## src/design/tnga_pkg.sv

```systemverilog
`timescale 1ns / 1ps
// ----------------------------------------------------------------------------
// tnga_pkg
// Shared types and constants of the tree node gravity accumulator.
// ----------------------------------------------------------------------------
package tnga_pkg;

  localparam int REG_W     = 32;   // theta, G, softening, mass
  localparam int SIDE_W    = 31;
  localparam int KIND_W    = 2;
  localparam int CFG_IDX_W = 3;
  localparam int ROOT_W    = 64;   // saturated radius sum and its root
  localparam int DEN_W     = 2 * ROOT_W;
  localparam int FM_W      = 2 * REG_W;
  localparam int LHS_SHIFT = 16;
  localparam int NUM_SHIFT = 56;
  localparam int AXES      = 3;

  localparam logic [REG_W-1:0] THETA_RST = 32'd16384;
  localparam logic [REG_W-1:0] GRAV_RST  = 32'd65536;
  localparam logic [REG_W-1:0] SOFT_RST  = 32'd655;

  localparam logic [1:0] LAST_AXIS = 2'd2;

  typedef enum logic [CFG_IDX_W-1:0] {
    REG_THETA = 3'd0,
    REG_GRAV  = 3'd1,
    REG_SOFT  = 3'd2,
    REG_PX    = 3'd3,
    REG_PY    = 3'd4,
    REG_PZ    = 3'd5,
    REG_SELF  = 3'd6
  } cfg_reg_e;

  typedef enum logic [KIND_W-1:0] {
    KIND_INTERNAL = 2'd0,
    KIND_UNUSED   = 2'd1,
    KIND_EXTERNAL = 2'd2
  } node_kind_e;

  typedef enum logic [4:0] {
    ST_IDLE,
    ST_SQ_GO,
    ST_SQ_WAIT,
    ST_KIND,
    ST_LHS_GO,
    ST_LHS_WAIT,
    ST_RHS_GO,
    ST_RHS_WAIT,
    ST_RSUM,
    ST_ROOT_GO,
    ST_ROOT_WAIT,
    ST_DEN_GO,
    ST_DEN_WAIT,
    ST_FM_GO,
    ST_FM_WAIT,
    ST_NUM_GO,
    ST_NUM_WAIT,
    ST_DIV_GO,
    ST_DIV_WAIT,
    ST_OUT
  } tnga_state_e;

endpackage

```

## src/design/tnga_if.sv

```systemverilog
`timescale 1ns / 1ps
// ----------------------------------------------------------------------------
// tnga channel interfaces
// Node input, result output and register write channels.
// ----------------------------------------------------------------------------
interface tnga_node_if #(
  parameter int COORD_BITS = 32,
  parameter int INDEX_BITS = 16
);
  logic                                 valid;
  logic                                 ready;
  logic                                 start_walk;
  logic [tnga_pkg::KIND_W-1:0]          node_kind;
  logic [INDEX_BITS-1:0]                node_particle;
  logic [tnga_pkg::REG_W-1:0]           node_mass;
  logic signed [COORD_BITS-1:0]         centre_x;
  logic signed [COORD_BITS-1:0]         centre_y;
  logic signed [COORD_BITS-1:0]         centre_z;
  logic [tnga_pkg::SIDE_W-1:0]          node_side;

  modport source (output valid, start_walk, node_kind, node_particle, node_mass,
                  centre_x, centre_y, centre_z, node_side, input ready);
  modport sink   (input valid, start_walk, node_kind, node_particle, node_mass,
                  centre_x, centre_y, centre_z, node_side, output ready);
endinterface

interface tnga_res_if #(
  parameter int ACC_BITS = 48
);
  logic                       valid;
  logic                       ready;
  logic                       descend;
  logic signed [ACC_BITS-1:0] sum_acc_x;
  logic signed [ACC_BITS-1:0] sum_acc_y;
  logic signed [ACC_BITS-1:0] sum_acc_z;

  modport source (output valid, descend, sum_acc_x, sum_acc_y, sum_acc_z, input ready);
  modport sink   (input valid, descend, sum_acc_x, sum_acc_y, sum_acc_z, output ready);
endinterface

interface tnga_cfg_if #(
  parameter int DATA_W = 32
);
  logic                             valid;
  logic                             ready;
  logic [tnga_pkg::CFG_IDX_W-1:0]   index;
  logic [DATA_W-1:0]                data;

  modport source (output valid, index, data, input ready);
  modport sink   (input valid, index, data, output ready);
endinterface

```

## src/design/tnga_mul.sv

```systemverilog
`timescale 1ns / 1ps
// ----------------------------------------------------------------------------
// tnga_mul
// Shift-add multiplier, one multiplier bit per cycle, stops early on zero.
// ----------------------------------------------------------------------------
module tnga_mul #(
  parameter int A_W = 64,
  parameter int B_W = 64
) (
  input  logic               clk_i,
  input  logic               rst_ni,
  input  logic               start_i,
  input  logic [A_W-1:0]     a_i,
  input  logic [B_W-1:0]     b_i,
  output logic               done_o,
  output logic [A_W+B_W-1:0] prod_o
);

  localparam int P_W = A_W + B_W;

  logic           busy_q;
  logic [P_W-1:0] a_q;
  logic [B_W-1:0] b_q;
  logic [P_W-1:0] p_q;

  assign done_o = busy_q && (b_q == '0);
  assign prod_o = p_q;

  always_ff @(posedge clk_i or negedge rst_ni) begin
    if (!rst_ni) begin
      busy_q <= 1'b0;
    end else if (start_i) begin
      busy_q <= 1'b1;
    end else if (done_o) begin
      busy_q <= 1'b0;
    end
  end

  always_ff @(posedge clk_i) begin
    if (start_i) begin
      a_q <= P_W'(a_i);
      b_q <= b_i;
      p_q <= '0;
    end else if (busy_q && (b_q != '0)) begin
      if (b_q[0]) begin
        p_q <= p_q + a_q;
      end
      a_q <= {a_q[P_W-2:0], 1'b0};
      b_q <= {1'b0, b_q[B_W-1:1]};
    end
  end

endmodule

```

## src/design/tnga_sqrt.sv

```systemverilog
`timescale 1ns / 1ps
// ----------------------------------------------------------------------------
// tnga_sqrt
// Bit-serial integer root of r * 2^64, one root bit per cycle.
// ----------------------------------------------------------------------------
module tnga_sqrt (
  input  logic                        clk_i,
  input  logic                        rst_ni,
  input  logic                        start_i,
  input  logic [tnga_pkg::ROOT_W-1:0] r_i,
  output logic                        done_o,
  output logic [tnga_pkg::ROOT_W-1:0] root_o
);

  localparam int RW    = tnga_pkg::ROOT_W;
  localparam int REM_W = RW + 2;
  localparam int CNT_W = $clog2(RW);

  logic             busy_q;
  logic             done_q;
  logic [CNT_W-1:0] cnt_q;
  logic [RW-1:0]    x_q;
  logic [RW-1:0]    root_q;
  logic [REM_W-1:0] rem_q;
  logic [REM_W+1:0] rem_sh;
  logic [REM_W+1:0] trial;
  logic             ge;

  assign rem_sh = {rem_q, x_q[RW-1:RW-2]};
  assign trial  = {2'b00, root_q, 2'b01};
  assign ge     = rem_sh >= trial;
  assign done_o = done_q;
  assign root_o = root_q;

  always_ff @(posedge clk_i or negedge rst_ni) begin
    if (!rst_ni) begin
      busy_q <= 1'b0;
      done_q <= 1'b0;
    end else begin
      done_q <= busy_q && (cnt_q == '0);
      if (start_i) begin
        busy_q <= 1'b1;
      end else if (busy_q && (cnt_q == '0)) begin
        busy_q <= 1'b0;
      end
    end
  end

  always_ff @(posedge clk_i) begin
    if (start_i) begin
      x_q    <= r_i;
      rem_q  <= '0;
      root_q <= '0;
      cnt_q  <= CNT_W'(RW - 1);
    end else if (busy_q) begin
      rem_q  <= ge ? REM_W'(rem_sh - trial) : REM_W'(rem_sh);
      root_q <= {root_q[RW-2:0], ge};
      x_q    <= {x_q[RW-3:0], 2'b00};
      cnt_q  <= cnt_q - 1'b1;
    end
  end

endmodule

```

## src/design/tnga_div.sv

```systemverilog
`timescale 1ns / 1ps
// ----------------------------------------------------------------------------
// tnga_div
// Restoring divider, one quotient bit per cycle, saturates the quotient.
// ----------------------------------------------------------------------------
module tnga_div #(
  parameter int NUM_W = 153,
  parameter int DEN_W = 128,
  parameter int Q_W   = 47
) (
  input  logic             clk_i,
  input  logic             rst_ni,
  input  logic             start_i,
  input  logic [NUM_W-1:0] num_i,
  input  logic [DEN_W-1:0] den_i,
  output logic             done_o,
  output logic [Q_W-1:0]   quot_o
);

  localparam int TOP_W = NUM_W - Q_W;
  localparam int RW    = (TOP_W > DEN_W) ? TOP_W : DEN_W;
  localparam int CNT_W = $clog2(Q_W + 1);

  logic             busy_q;
  logic             chk_q;
  logic             done_q;
  logic [CNT_W-1:0] cnt_q;
  logic [RW-1:0]    rem_q;
  logic [Q_W-1:0]   nlow_q;
  logic [DEN_W-1:0] den_q;
  logic [Q_W-1:0]   quot_q;
  logic             sat;
  logic [RW:0]      rem_sh;
  logic             ge;
  logic             last;

  // quotient would not fit below the top bit
  assign sat    = rem_q >= RW'(den_q);
  assign rem_sh = {rem_q, nlow_q[Q_W-1]};
  assign ge     = rem_sh >= (RW + 1)'(den_q);
  assign last   = busy_q && (chk_q ? sat : (cnt_q == CNT_W'(1)));
  assign done_o = done_q;
  assign quot_o = quot_q;

  always_ff @(posedge clk_i or negedge rst_ni) begin
    if (!rst_ni) begin
      busy_q <= 1'b0;
      chk_q  <= 1'b0;
      done_q <= 1'b0;
    end else begin
      done_q <= last;
      if (start_i) begin
        busy_q <= 1'b1;
        chk_q  <= 1'b1;
      end else begin
        if (last) begin
          busy_q <= 1'b0;
        end
        if (busy_q) begin
          chk_q <= 1'b0;
        end
      end
    end
  end

  always_ff @(posedge clk_i) begin
    if (start_i) begin
      rem_q  <= RW'(num_i[NUM_W-1:Q_W]);
      nlow_q <= num_i[Q_W-1:0];
      den_q  <= den_i;
      quot_q <= '0;
      cnt_q  <= CNT_W'(Q_W);
    end else if (busy_q) begin
      if (chk_q) begin
        if (sat) begin
          quot_q <= '1;
        end
      end else begin
        rem_q  <= ge ? RW'(rem_sh - (RW + 1)'(den_q)) : RW'(rem_sh);
        quot_q <= {quot_q[Q_W-2:0], ge};
        nlow_q <= {nlow_q[Q_W-2:0], 1'b0};
        cnt_q  <= cnt_q - 1'b1;
      end
    end
  end

endmodule

```

## src/design/tree_node_gravity_accumulate.sv

```systemverilog
`timescale 1ns / 1ps
// ----------------------------------------------------------------------------
// tree_node_gravity_accumulate
// Barnes-Hut node handler: opening test and softened gravity accumulation.
// ----------------------------------------------------------------------------
// unused or self nodes only square the offsets; contributing nodes also use
// the one shared shift-add multiplier (one bit per cycle, stops when the
// multiplier runs out of ones) and the bit-serial root, with the numerator
// multiply and the divider run once per axis
// throughput: one item at a time; the next item is taken while a result waits
// reset: registers to their reset values, accumulators zero, nothing in flight
module tree_node_gravity_accumulate #(
  parameter int COORD_BITS = 32,
  parameter int INDEX_BITS = 16,
  parameter int ACC_BITS   = 48
) (
  input  logic     clk_i,
  input  logic     rst_ni,
  tnga_node_if.sink  node_i,
  tnga_res_if.source res_o,
  tnga_cfg_if.sink   cfg_i
);

  // datapath widths
  localparam int MAG_W  = COORD_BITS + 1;               // |c - p|
  localparam int SQ_W   = 2 * MAG_W;
  localparam int D2_W   = SQ_W + 2;                     // sum of three squares
  localparam int MA_W   = (D2_W > tnga_pkg::ROOT_W) ? D2_W : tnga_pkg::ROOT_W;
  localparam int MB_W   = tnga_pkg::ROOT_W;
  localparam int P_W    = MA_W + MB_W;
  localparam int LHS_W  = 2 * tnga_pkg::SIDE_W + tnga_pkg::LHS_SHIFT;
  localparam int RHS_W  = D2_W + tnga_pkg::REG_W;
  localparam int CMP_W  = (LHS_W > RHS_W) ? LHS_W : RHS_W;
  localparam int RS_W   = ((D2_W > 48) ? D2_W : 48) + 1;
  localparam int RX_W   = (RS_W > tnga_pkg::ROOT_W + 1) ? RS_W : tnga_pkg::ROOT_W + 1;
  localparam int NUMP_W = tnga_pkg::FM_W + MAG_W;
  localparam int NUM_W  = NUMP_W + tnga_pkg::NUM_SHIFT;
  localparam int Q_W    = ACC_BITS - 1;

  // sequencer
  tnga_pkg::tnga_state_e state_q, state_d;
  logic [1:0]            ax_q;
  logic                  accept;

  // registers
  logic [tnga_pkg::REG_W-1:0] theta_q, grav_q, soft_q;
  logic [COORD_BITS-1:0]      px_q, py_q, pz_q;
  logic [INDEX_BITS-1:0]      self_q;

  // node held while it is worked on
  logic [tnga_pkg::KIND_W-1:0] kind_q;
  logic [INDEX_BITS-1:0]       part_q;
  logic [tnga_pkg::REG_W-1:0]  mass_q;
  logic [tnga_pkg::SIDE_W-1:0] side_q;
  logic [MAG_W-1:0]            dmag_q [tnga_pkg::AXES];
  logic                        dneg_q [tnga_pkg::AXES];
  logic [D2_W-1:0]             d2_q;
  logic [LHS_W-1:0]            lhs_q;
  logic [tnga_pkg::ROOT_W-1:0] r_q;
  logic [tnga_pkg::DEN_W-1:0]  den_q;
  logic [tnga_pkg::FM_W-1:0]   fm_q;
  logic                        descend_q;

  // accumulators and result stage
  logic [ACC_BITS-1:0] acc_q [tnga_pkg::AXES];
  logic                out_valid_q;
  logic                out_descend_q;
  logic [ACC_BITS-1:0] out_x_q, out_y_q, out_z_q;

  // shared units
  logic                        mul_start, mul_done;
  logic [MA_W-1:0]             mul_a;
  logic [MB_W-1:0]             mul_b;
  logic [P_W-1:0]              mul_prod;
  logic                        root_start, root_done;
  logic [tnga_pkg::ROOT_W-1:0] root;
  logic                        div_start, div_done;
  logic [NUM_W-1:0]            div_num;
  logic [Q_W-1:0]              quot;

  // combinational helpers
  logic [COORD_BITS-1:0] cen  [tnga_pkg::AXES];
  logic [COORD_BITS-1:0] pos  [tnga_pkg::AXES];
  logic [MAG_W-1:0]      dc   [tnga_pkg::AXES];
  logic                  far_enough;
  logic [RX_W-1:0]       rsum;
  logic [tnga_pkg::ROOT_W-1:0] r_sat;
  logic [ACC_BITS-1:0]   contrib;
  logic [ACC_BITS:0]     acc_sum;
  logic [ACC_BITS-1:0]   acc_next;

  assign accept      = node_i.valid && node_i.ready;
  assign node_i.ready = (state_q == tnga_pkg::ST_IDLE);
  assign cfg_i.ready = 1'b1;

  assign res_o.valid     = out_valid_q;
  assign res_o.descend   = out_descend_q;
  assign res_o.sum_acc_x = out_x_q;
  assign res_o.sum_acc_y = out_y_q;
  assign res_o.sum_acc_z = out_z_q;

  // offsets from the particle, kept as sign and magnitude
  assign cen[0] = node_i.centre_x;
  assign cen[1] = node_i.centre_y;
  assign cen[2] = node_i.centre_z;
  assign pos[0] = px_q;
  assign pos[1] = py_q;
  assign pos[2] = pz_q;

  always_comb begin
    for (int i = 0; i < tnga_pkg::AXES; i++) begin
      dc[i] = {cen[i][COORD_BITS-1], cen[i]} - {pos[i][COORD_BITS-1], pos[i]};
    end
  end

  // opening test side^2 * 2^16 < theta^2 * d^2, product still in the multiplier
  assign far_enough = CMP_W'(lhs_q) < CMP_W'(mul_prod[RHS_W-1:0]);

  // softened radius sum, clipped to 64 bits
  assign rsum  = RX_W'(d2_q) + RX_W'({soft_q, {tnga_pkg::LHS_SHIFT{1'b0}}});
  assign r_sat = (|rsum[RX_W-1:tnga_pkg::ROOT_W]) ? '1 : rsum[tnga_pkg::ROOT_W-1:0];

  // numerator G*m*|d| * 2^56 comes straight from the multiplier
  assign div_num = {mul_prod[NUMP_W-1:0], {tnga_pkg::NUM_SHIFT{1'b0}}};

  // signed saturating add of one axis term
  always_comb begin
    contrib  = dneg_q[ax_q] ? (ACC_BITS'(0) - {1'b0, quot}) : {1'b0, quot};
    acc_sum  = {acc_q[ax_q][ACC_BITS-1], acc_q[ax_q]} + {contrib[ACC_BITS-1], contrib};
    acc_next = acc_sum[ACC_BITS-1:0];
    if (acc_sum[ACC_BITS] != acc_sum[ACC_BITS-1]) begin
      acc_next = acc_sum[ACC_BITS] ? {1'b1, {(ACC_BITS-1){1'b0}}}
                                   : {1'b0, {(ACC_BITS-1){1'b1}}};
    end
  end

  // next state and unit controls
  always_comb begin
    state_d    = state_q;
    mul_start  = 1'b0;
    root_start = 1'b0;
    div_start  = 1'b0;
    mul_a      = '0;
    mul_b      = '0;
    unique case (state_q)
      tnga_pkg::ST_IDLE: begin
        if (node_i.valid) state_d = tnga_pkg::ST_SQ_GO;
      end
      tnga_pkg::ST_SQ_GO: begin
        mul_start = 1'b1;
        mul_a     = MA_W'(dmag_q[ax_q]);
        mul_b     = MB_W'(dmag_q[ax_q]);
        state_d   = tnga_pkg::ST_SQ_WAIT;
      end
      tnga_pkg::ST_SQ_WAIT: begin
        if (mul_done) begin
          state_d = (ax_q == tnga_pkg::LAST_AXIS) ? tnga_pkg::ST_KIND : tnga_pkg::ST_SQ_GO;
        end
      end
      tnga_pkg::ST_KIND: begin
        priority if (kind_q == tnga_pkg::KIND_INTERNAL) begin
          state_d = tnga_pkg::ST_LHS_GO;
        end else if (kind_q == tnga_pkg::KIND_EXTERNAL && part_q != self_q) begin
          state_d = tnga_pkg::ST_RSUM;
        end else begin
          state_d = tnga_pkg::ST_OUT;
        end
      end
      tnga_pkg::ST_LHS_GO: begin
        mul_start = 1'b1;
        mul_a     = MA_W'(side_q);
        mul_b     = MB_W'(side_q);
        state_d   = tnga_pkg::ST_LHS_WAIT;
      end
      tnga_pkg::ST_LHS_WAIT: begin
        if (mul_done) state_d = tnga_pkg::ST_RHS_GO;
      end
      tnga_pkg::ST_RHS_GO: begin
        mul_start = 1'b1;
        mul_a     = MA_W'(d2_q);
        mul_b     = MB_W'(theta_q);
        state_d   = tnga_pkg::ST_RHS_WAIT;
      end
      tnga_pkg::ST_RHS_WAIT: begin
        if (mul_done) state_d = far_enough ? tnga_pkg::ST_RSUM : tnga_pkg::ST_OUT;
      end
      tnga_pkg::ST_RSUM: begin
        // zero distance with zero softening adds nothing
        state_d = (r_sat == '0) ? tnga_pkg::ST_OUT : tnga_pkg::ST_ROOT_GO;
      end
      tnga_pkg::ST_ROOT_GO: begin
        root_start = 1'b1;
        state_d    = tnga_pkg::ST_ROOT_WAIT;
      end
      tnga_pkg::ST_ROOT_WAIT: begin
        if (root_done) state_d = tnga_pkg::ST_DEN_GO;
      end
      tnga_pkg::ST_DEN_GO: begin
        mul_start = 1'b1;
        mul_a     = MA_W'(r_q);
        mul_b     = root;
        state_d   = tnga_pkg::ST_DEN_WAIT;
      end
      tnga_pkg::ST_DEN_WAIT: begin
        if (mul_done) state_d = tnga_pkg::ST_FM_GO;
      end
      tnga_pkg::ST_FM_GO: begin
        mul_start = 1'b1;
        mul_a     = MA_W'(grav_q);
        mul_b     = MB_W'(mass_q);
        state_d   = tnga_pkg::ST_FM_WAIT;
      end
      tnga_pkg::ST_FM_WAIT: begin
        if (mul_done) state_d = tnga_pkg::ST_NUM_GO;
      end
      tnga_pkg::ST_NUM_GO: begin
        mul_start = 1'b1;
        mul_a     = MA_W'(fm_q);
        mul_b     = MB_W'(dmag_q[ax_q]);
        state_d   = tnga_pkg::ST_NUM_WAIT;
      end
      tnga_pkg::ST_NUM_WAIT: begin
        if (mul_done) state_d = tnga_pkg::ST_DIV_GO;
      end
      tnga_pkg::ST_DIV_GO: begin
        div_start = 1'b1;
        state_d   = tnga_pkg::ST_DIV_WAIT;
      end
      tnga_pkg::ST_DIV_WAIT: begin
        if (div_done) begin
          state_d = (ax_q == tnga_pkg::LAST_AXIS) ? tnga_pkg::ST_OUT : tnga_pkg::ST_NUM_GO;
        end
      end
      tnga_pkg::ST_OUT: begin
        // result stage must be free or draining this cycle
        if (!out_valid_q || res_o.ready) state_d = tnga_pkg::ST_IDLE;
      end
      default: state_d = tnga_pkg::ST_IDLE;
    endcase
  end

  // control state, registers and accumulators
  always_ff @(posedge clk_i or negedge rst_ni) begin
    if (!rst_ni) begin
      state_q     <= tnga_pkg::ST_IDLE;
      ax_q        <= '0;
      out_valid_q <= 1'b0;
      theta_q     <= tnga_pkg::THETA_RST;
      grav_q      <= tnga_pkg::GRAV_RST;
      soft_q      <= tnga_pkg::SOFT_RST;
      px_q        <= '0;
      py_q        <= '0;
      pz_q        <= '0;
      self_q      <= '0;
      for (int i = 0; i < tnga_pkg::AXES; i++) acc_q[i] <= '0;
    end else begin
      state_q <= state_d;

      // axis counter walks the squares, then the per-axis divides
      if (accept) begin
        ax_q <= '0;
      end else if ((state_q == tnga_pkg::ST_SQ_WAIT && mul_done) ||
                   (state_q == tnga_pkg::ST_DIV_WAIT && div_done)) begin
        ax_q <= (ax_q == tnga_pkg::LAST_AXIS) ? 2'd0 : ax_q + 2'd1;
      end

      if (state_q == tnga_pkg::ST_OUT && state_d == tnga_pkg::ST_IDLE) begin
        out_valid_q <= 1'b1;
      end else if (res_o.ready) begin
        out_valid_q <= 1'b0;
      end

      if (accept && node_i.start_walk) begin
        for (int i = 0; i < tnga_pkg::AXES; i++) acc_q[i] <= '0;
      end else if (state_q == tnga_pkg::ST_DIV_WAIT && div_done) begin
        acc_q[ax_q] <= acc_next;
      end

      if (cfg_i.valid && cfg_i.ready) begin
        unique case (cfg_i.index)
          tnga_pkg::REG_THETA: theta_q <= cfg_i.data[tnga_pkg::REG_W-1:0];
          tnga_pkg::REG_GRAV:  grav_q  <= cfg_i.data[tnga_pkg::REG_W-1:0];
          tnga_pkg::REG_SOFT:  soft_q  <= cfg_i.data[tnga_pkg::REG_W-1:0];
          tnga_pkg::REG_PX:    px_q    <= cfg_i.data[COORD_BITS-1:0];
          tnga_pkg::REG_PY:    py_q    <= cfg_i.data[COORD_BITS-1:0];
          tnga_pkg::REG_PZ:    pz_q    <= cfg_i.data[COORD_BITS-1:0];
          tnga_pkg::REG_SELF:  self_q  <= cfg_i.data[INDEX_BITS-1:0];
          default: ;
        endcase
      end
    end
  end

  // node payload and intermediate results
  always_ff @(posedge clk_i) begin
    if (accept) begin
      kind_q    <= node_i.node_kind;
      part_q    <= node_i.node_particle;
      mass_q    <= node_i.node_mass;
      side_q    <= node_i.node_side;
      d2_q      <= '0;
      descend_q <= 1'b1;
      for (int i = 0; i < tnga_pkg::AXES; i++) begin
        dneg_q[i] <= dc[i][MAG_W-1];
        dmag_q[i] <= dc[i][MAG_W-1] ? (MAG_W'(0) - dc[i]) : dc[i];
      end
    end
    if (state_q == tnga_pkg::ST_SQ_WAIT && mul_done) begin
      d2_q <= d2_q + D2_W'(mul_prod[SQ_W-1:0]);
    end
    if (state_q == tnga_pkg::ST_LHS_WAIT && mul_done) begin
      lhs_q <= {mul_prod[2*tnga_pkg::SIDE_W-1:0], {tnga_pkg::LHS_SHIFT{1'b0}}};
    end
    if (state_q == tnga_pkg::ST_RHS_WAIT && mul_done && far_enough) begin
      descend_q <= 1'b0;
    end
    if (state_q == tnga_pkg::ST_RSUM) begin
      r_q <= r_sat;
    end
    if (state_q == tnga_pkg::ST_DEN_WAIT && mul_done) begin
      den_q <= mul_prod[tnga_pkg::DEN_W-1:0];
    end
    if (state_q == tnga_pkg::ST_FM_WAIT && mul_done) begin
      fm_q <= mul_prod[tnga_pkg::FM_W-1:0];
    end
    if (state_q == tnga_pkg::ST_OUT && state_d == tnga_pkg::ST_IDLE) begin
      out_descend_q <= descend_q;
      out_x_q       <= acc_q[0];
      out_y_q       <= acc_q[1];
      out_z_q       <= acc_q[2];
    end
  end

  tnga_mul #(
    .A_W (MA_W),
    .B_W (MB_W)
  ) u_mul (
    .clk_i   (clk_i),
    .rst_ni  (rst_ni),
    .start_i (mul_start),
    .a_i     (mul_a),
    .b_i     (mul_b),
    .done_o  (mul_done),
    .prod_o  (mul_prod)
  );

  tnga_sqrt u_sqrt (
    .clk_i   (clk_i),
    .rst_ni  (rst_ni),
    .start_i (root_start),
    .r_i     (r_q),
    .done_o  (root_done),
    .root_o  (root)
  );

  tnga_div #(
    .NUM_W (NUM_W),
    .DEN_W (tnga_pkg::DEN_W),
    .Q_W   (Q_W)
  ) u_div (
    .clk_i   (clk_i),
    .rst_ni  (rst_ni),
    .start_i (div_start),
    .num_i   (div_num),
    .den_i   (den_q),
    .done_o  (div_done),
    .quot_o  (quot)
  );

endmodule

```

## src/flat_wrapper.sv

```systemverilog
// flat-port wrapper written by rule: the top's interface ports become plain ports
module tree_node_gravity_accumulate_flat 
#(
  parameter int COORD_BITS = 32,
  parameter int INDEX_BITS = 16,
  parameter int ACC_BITS   = 48
)
  (clk_i, rst_ni, node_i_valid, node_i_start_walk, node_i_node_kind, node_i_node_particle, node_i_node_mass, node_i_centre_x, node_i_centre_y, node_i_centre_z, node_i_node_side, node_i_ready, res_o_valid, res_o_descend, res_o_sum_acc_x, res_o_sum_acc_y, res_o_sum_acc_z, res_o_ready, cfg_i_valid, cfg_i_index, cfg_i_data, cfg_i_ready);
  tnga_node_if #(.COORD_BITS(COORD_BITS), .INDEX_BITS(INDEX_BITS)) node_i_i ();
  tnga_res_if #(.ACC_BITS(ACC_BITS)) res_o_i ();
  tnga_cfg_if #(.DATA_W(32)) cfg_i_i ();
  input  logic clk_i;
  input  logic rst_ni;
  input wire logic [$bits(node_i_i.valid)-1:0] node_i_valid;
  input wire logic [$bits(node_i_i.start_walk)-1:0] node_i_start_walk;
  input wire logic [$bits(node_i_i.node_kind)-1:0] node_i_node_kind;
  input wire logic [$bits(node_i_i.node_particle)-1:0] node_i_node_particle;
  input wire logic [$bits(node_i_i.node_mass)-1:0] node_i_node_mass;
  input wire logic [$bits(node_i_i.centre_x)-1:0] node_i_centre_x;
  input wire logic [$bits(node_i_i.centre_y)-1:0] node_i_centre_y;
  input wire logic [$bits(node_i_i.centre_z)-1:0] node_i_centre_z;
  input wire logic [$bits(node_i_i.node_side)-1:0] node_i_node_side;
  output wire logic [$bits(node_i_i.ready)-1:0] node_i_ready;
  output wire logic [$bits(res_o_i.valid)-1:0] res_o_valid;
  output wire logic [$bits(res_o_i.descend)-1:0] res_o_descend;
  output wire logic [$bits(res_o_i.sum_acc_x)-1:0] res_o_sum_acc_x;
  output wire logic [$bits(res_o_i.sum_acc_y)-1:0] res_o_sum_acc_y;
  output wire logic [$bits(res_o_i.sum_acc_z)-1:0] res_o_sum_acc_z;
  input wire logic [$bits(res_o_i.ready)-1:0] res_o_ready;
  input wire logic [$bits(cfg_i_i.valid)-1:0] cfg_i_valid;
  input wire logic [$bits(cfg_i_i.index)-1:0] cfg_i_index;
  input wire logic [$bits(cfg_i_i.data)-1:0] cfg_i_data;
  output wire logic [$bits(cfg_i_i.ready)-1:0] cfg_i_ready;
  assign node_i_i.valid = node_i_valid;
  assign node_i_i.start_walk = node_i_start_walk;
  assign node_i_i.node_kind = node_i_node_kind;
  assign node_i_i.node_particle = node_i_node_particle;
  assign node_i_i.node_mass = node_i_node_mass;
  assign node_i_i.centre_x = node_i_centre_x;
  assign node_i_i.centre_y = node_i_centre_y;
  assign node_i_i.centre_z = node_i_centre_z;
  assign node_i_i.node_side = node_i_node_side;
  assign node_i_ready = node_i_i.ready;
  assign res_o_valid = res_o_i.valid;
  assign res_o_descend = res_o_i.descend;
  assign res_o_sum_acc_x = res_o_i.sum_acc_x;
  assign res_o_sum_acc_y = res_o_i.sum_acc_y;
  assign res_o_sum_acc_z = res_o_i.sum_acc_z;
  assign res_o_i.ready = res_o_ready;
  assign cfg_i_i.valid = cfg_i_valid;
  assign cfg_i_i.index = cfg_i_index;
  assign cfg_i_i.data = cfg_i_data;
  assign cfg_i_ready = cfg_i_i.ready;
  tree_node_gravity_accumulate #(.COORD_BITS(COORD_BITS), .INDEX_BITS(INDEX_BITS), .ACC_BITS(ACC_BITS)) u_core (.clk_i(clk_i), .rst_ni(rst_ni), .node_i(node_i_i), .res_o(res_o_i), .cfg_i(cfg_i_i));
endmodule
```

## config.mk

```make
export PLATFORM = sky130hd
export DESIGN_NAME = tree_node_gravity_accumulate_flat
export DESIGN_NICKNAME = d
export VERILOG_FILES = /design/src/design/tnga_pkg.sv /design/src/design/tnga_if.sv /design/src/design/tnga_mul.sv /design/src/design/tnga_sqrt.sv /design/src/design/tnga_div.sv /design/src/design/tree_node_gravity_accumulate.sv /design/src/flat_wrapper.sv
export SDC_FILE = /design/constraint.sdc
export NUM_CORES = 2
export LEC_CHECK = 0
export BUFFER_PORTS_ARGS = -buffer_cell sky130_fd_sc_hd__buf_2
export CELL_PAD_IN_SITES_DETAIL_PLACEMENT = 2
export CELL_PAD_IN_SITES_GLOBAL_PLACEMENT = 2
export CORE_MARGIN = 1
export CORE_UTILIZATION = 41
export DETAILED_ROUTE_END_ITERATION = 8
export GPL_ROUTABILITY_DRIVEN = 1
export PLACE_DENSITY = 0.79
export SYNTH_ARGS = -nofsm -noshare
export SYNTH_HDL_FRONTEND = slang
export SYNTH_SLANG_ARGS = --single-unit
```

## constraint.sdc

```tcl
create_clock -name clk_i -period 17.1 [get_ports clk_i]
set_input_delay 4.275 -clock clk_i [delete_from_list [all_inputs] [get_ports clk_i]]
set_output_delay 4.275 -clock clk_i [all_outputs]
set_load 0.005 [all_outputs]
```

Yosys cells after proc, flatten, opt, wreduce, memory -nomap -nowiden
Memory sizes are Yosys's and may differ from the RTL's.
Cells that the tools add are included.
{ "op_classes": {"add_sub_neg": 16, "n_lt_le_gt_ge": 6, "eq_ne": 32, "mux": 68, "bitwise_logic": 2, "reduce_logical": 51} }
{ "op_table": {"columns": ["cell", "n"], "rows": [
  ["$pmux W68 S6", 1],
  ["$mux W64", 5],
  ["$pmux W64 S5", 1],
  ["$mux W106", 3],
  ["$mux W144", 2],
  ["$mux W48", 6],
  ["$mux W68", 4],
  ["$bwmux W144", 1],
  ["$add A132 B132 Y132", 1],
  ["$ge A129 B128 Y1", 1],
  ["$ge A128 B128 Y1", 1],
  ["$logic_not A64 Y1", 2],
  ["$mux W128", 1],
  ["$sub A128 B128 Y128", 1],
  ["$lt A78 B100 Y1", 1],
  ["$pmux W5 S20", 1],
  ["$mux W33", 3],
  ["$sub A1 B33 Y33 const A", 3],
  ["$sub A32 B32 Y33", 3],
  ["$bmux W48 S2", 1],
  ["$demux W48 S2", 1],
  ["$mux W47", 2],
  ["$mux W5", 15],
  ["$add A68 B48 Y69", 1],
  ["40 further kinds", 114]
]} }
{ "totals": {"reg_bits": 1816, "mem_bits_rw": 102, "mem_count": 2} }
{ "memory_table": {"columns": ["name", "depth", "word_bits", "rd", "rd_ports_with_merged_regs", "wr", "line", "source"], "rows": [
  ["u_core.dmag_q", 3, 33, 1, 0, 3, "tree_node_gravity_accumulate.sv:55", "logic [MAG_W-1:0] dmag_q [tnga_pkg::AXES];"],
  ["u_core.dneg_q", 3, 1, 1, 0, 3, "tree_node_gravity_accumulate.sv:56", "logic dneg_q [tnga_pkg::AXES];"]
]} }

Depth between registers and ports, before layout
{ "logic_depth": {"ltp_word": 10, "ltp_mapped": 30, "depth_no_buf": 27} }

Hierarchy
A second synthesis with hierarchy kept.
{ "unflattened": {"cells_unflattened": 12147, "area_unflattened_um2": 119654.8} }
{ "modules_own_cells": {"columns": ["module", "n_inst", "cells_per_inst", "area_per_inst_um2"], "rows": [
  ["tree_node_gravity_accumulate", 1, 5531, 59782.3],
  ["tnga_div", 1, 2739, 25923.6],
  ["tnga_mul", 1, 2474, 21363.0],
  ["tnga_sqrt", 1, 1403, 12585.8]
]} }

Least setup slack after synthesis
Ideal clock, no wire load.
{ "synth_path": {"path_kind": "input to register", "from": "input port node_i_valid", "to": "register u_core.out_descend_q, in the netlist u_core.res_o.descend, enable pin", "setup_ns": 0.652, "t_arrival_ns": 14.202, "t_required_ns": 16.448, "setup_slack_ns": 2.246, "stages": 4, "path_cell_list": "and3_1 -> clkbuf_1 -> or3_1 -> nor2_1"} }
{ "synth_via": {"elab_chain_cells": 4} }
{ "synth_rtl": {"columns": ["element", "line", "source"], "rows": [
  ["start: declaration", "flat_wrapper.sv:14", "input wire logic [$bits(node_i_i.valid)-1:0] node_i_valid;"],
  ["$mux W5", "tree_node_gravity_accumulate.sv:147", "if (node_i.valid) state_d = tnga_pkg::ST_SQ_GO;"],
  ["$pmux W5 S20", "tree_node_gravity_accumulate.sv:145", "unique case (state_q)"],
  ["$logic_not A5 Y1", "tree_node_gravity_accumulate.sv:326", "if (state_q == tnga_pkg::ST_OUT && state_d == tnga_pkg::ST_IDLE) begin"],
  ["$logic_and A1 B1 Y1", "tree_node_gravity_accumulate.sv:326", null],
  ["end signal: assignment", "tree_node_gravity_accumulate.sv:327", "out_descend_q <= descend_q;"],
  ["end: declaration", "tree_node_gravity_accumulate.sv:67", "logic out_descend_q;"]
]} }
Every way passes these cells.
A chain may end at the register's enable or synchronous reset.

==> results.md <==
* Yosys top cell by area: edfxtp_1
* Syn avg cell area at between 9 and 10 um2
* Core ar. at 0.273 mm2
* Minimum clock period at 8.53 ns
* Syn nets at 12601
* Vias in the first global route at just over 100k
* DR iter-0 viols at around 6700
* Critical Path Source Type: input port
* Antenna violation net count after detailed routing at 0
* Worst clock skew at 0.0864 ns
* Yosys cell types at 113
* Area of the mapped netlist at 0.113 mm2
* Clock latency on the worst-skew pair at 0.94 ns
* Slew headroom at 0.0286
* Routed WL at 443000 um
* R2r startpoint: u_core.ax_q[0]$_DFFE_PN0P_
* Clk slew on worst S/H paths at about 0.060 ns
* First-pass GRT wire length at 665000 um
* Area delta synth->final at 11.7%
* Most frequent cells in the layout: nand2_1 (1373), edfxtp_1 (1135), a21oi_1 (980), nor2_1 (799), o21ai_0 (793)
* GRT overflow at 0
* Hold Slack at 0.361 ns
* CTS tree: yes
* CTS Buf Count at 224
* # clock sinks at between 1500 and 2000
* Arr. time, crit path at roughly 9 ns
* R2R setup slack at 9.42 ns
* Largest net degree at the start of global routing at about 100
* Syn. warnings at 0
* Longest Clk Path Bufs at 4
* XOR/XNOR share of the synthesized area at 0.0509
* Post-synth EDFFs at approximately 1100
* Main flop type after synthesis: edfxtp_1
* Crit path kind: input port to flop
* Final Cycle Share at 0.499
* Dpl hpwl at between 300000 and 400000 um
* Most common cell after layout, fill and taps aside: nand2_1
* Final instance area at about 0.13 mm2
* DRT Pass-1 Iters at 8
* Die height at 526 um
* Final worst slack at 8.57 ns
* PwrDens at 173 mW/mm2
* Vias per cell at about 6.1
* Ports at between 300 and 400
* Port Buffers at 364
* DP Area at 0.118 mm2
* Post-CTS setup buffer count at 0
* CP required at 17.76 ns
* Main combinational cell family by area after synthesis: compound AO/OA/AOI/OAI gates
* Fmax at ~120 MHz
* Run status: finished, final reports clean
* RSZ-0062 raised after global routing: false
* Seq cells post-synth at 1910
* Final-report setup violation count at 0
* Tot Pwr at 21.8 mW
* Crit path launch: node_i_centre_z[0]
* Worst-Margin Slew at 1.44 ns
* Fraction of registers with async set/reset at 0.192
* GRT Total Usage at 0.311
* Synth Area in Simple Gates at 0.137
* Initial core utilization at 0.412
* Post-layout net count at 12781
* Critical path endpoint category: flop
* # resized after CTS at 0
* Register area share after synthesis at 0.457
* Die footprint at 0.277 mm2
* Pre-CTS WS at ~7.7 ns
* Routed WL per cell at 28.4 um
* Mapped Cells at 11615
* Worst hold path class: flop to flop
* Setup crit end: u_core.dmag_q[2][18]$_DFFE_PP_
* Initial antenna violation count at 54
* Vias post-DR at roughly 96000
* Layout cells sized above 1 at 0.104
* Post-synthesis adder-cell area fraction at 0.0859
* CP max FO at 23
* TNS Setup at 0 ns
* Root Buffer: clkbuf_16
* H-tree depth at 4
* Final Hold Fails at 0
* # DRC at 0
* Max Transition Viols Final at 0
* Top cells by area, synth: edfxtp_1 (30%), ha_1 (8.4%), dfrtp_1 (8.0%)
* Worst VDD drop at between 0.1 and 0.15 mV
* CTS Hold Bufs at 0
* Post-synthesis compound-gate area fraction at 0.193
* Max cap viols at 0
* Lkg Pwr at 51.2 nW
* Post-synth top area share at 0.303
* Mux contribution to synthesized area at 0.0381
* Die Wd at approximately 530 um
* FF-to-FF End: u_core.acc_q[133]$_DFFE_PN0P_
* Register-to-Register Path Depth at 22
* GP Congestion at 0.924
* Row Count at 192
worst min path at each step:
stage | from | endpoint | slack, ns | depth (start not counted)
floorplan | u_core.den_q[0]$_DFFE_PP_ | u_core.u_div.den_q[0]$_DFFE_PP_ | 0.40 | 0
global placement | u_core.den_q[67]$_DFFE_PP_ | u_core.u_div.den_q[67]$_DFFE_PP_ | 0.40 | 0
detailed placement | u_core.den_q[110]$_DFFE_PP_ | u_core.u_div.den_q[110]$_DFFE_PP_ | 0.41 | 0
CTS | u_core.den_q[20]$_DFFE_PP_ | u_core.u_div.den_q[20]$_DFFE_PP_ | 0.36 | 0
global route | u_core.den_q[20]$_DFFE_PP_ | u_core.u_div.den_q[20]$_DFFE_PP_ | 0.38 | 0
finish | u_core.den_q[20]$_DFFE_PP_ | u_core.u_div.den_q[20]$_DFFE_PP_ | 0.36 | 0
registers in the layout, summed over array words and instances (netlist names), 62 cells and up:
name and flops:
u_core.acc_q 144, u_core.den_q 128, u_core.u_div.den_q 128, u_core.u_div.rem_q 128, u_core.u_mul.a_q 128, u_core.u_mul.prod_o 128
u_core.dmag_q 99, u_core.d2_q 68, u_core.u_sqrt.rem_q 66, u_core.fm_q 64, u_core.r_q 64, u_core.u_mul.b_q 64
u_core.u_sqrt.root_o 64, u_core.u_sqrt.x_q 64, u_core.lhs_q 62
final cells by class:
type,instances,area (um2)
multi-input combinational,8570,57100
inverter,566,2130
clock inverter,115,1320
fill,28659,148000
tap,3589,4490
timing repair buffer,523,3030
clock buffer,307,6190
antenna,16,40.0
sequential,1910,51500
cell families after synthesis:
group	count (synthesis)
AOI/OAI and AO/OA	3373
xor gates and xnor gates	654
muxes	406
DFF	1910
and+or+nand+nor	3368
buffers and inverters	1135
other	1
adders and majority gates	768
cell usage after synthesis (99+ instances only):
master    number
xor2_1       257
a21o_1       383
dfxtp_1      409
mux2_2       178
xnor2_1      396
o21ai_0      795
a21oi_1      981
clkbuf_1     498
inv_1        566
a222oi_1     114
nor2_1       809
nand2b_1     107
mux2i_1      228
edfxtp_1    1135
o21bai_1     110
nor2b_1      103
nand4_1      200
ha_1         760
nor3_1       153
dfrtp_1      358
o21a_1       106
nand3_1      223
nand2_1     1378
a22o_1        99
critical path: stages:
cell and delay [ns]:
buf_2 0.09, inv_1 0.06, ha_1 0.17, inv_1 0.06
fa_1 0.44, a211oi_1 0.39, o21ai_0 0.23, a21oi_1 0.50
o41ai_1 0.25, a21oi_1 0.27, a211oi_1 0.13, a21o_1 0.19
or3_1 0.31, a21oi_1 0.21, nor2b_1 0.07, o22a_1 0.38
inv_1 0.64, o21ai_0 0.31, xnor2_1 0.19
report_power, final:
| part | internal, mW | switching (mW) |
|---|---|---|
| logic | 3.40 | 6.33 |
| clock network | 2.93 | 2.08 |
| registers | 6.08 | 0.946 |
through the flow:
stage                util  cells
floorplan               -  11615
global placement    0.432  15158
detailed placement  0.432  15158
finish              0.460  15596
CTS                 0.460  15580
global route        0.460  15585
layer usage:
| layer | global-route usage | share of wire | wire length, um |
|---|---|---|---|
| met5 | 0 | 0.00056 | 248 |
| met4 | 0.110 | 0.039 | 17100 |
| met3 | 0.0387 | 0.052 | 23000 |
| met2 | 0.529 | 0.48 | 212000 |
| met1 | 0.405 | 0.43 | 191000 |
(Power assumes the default switching activity.)
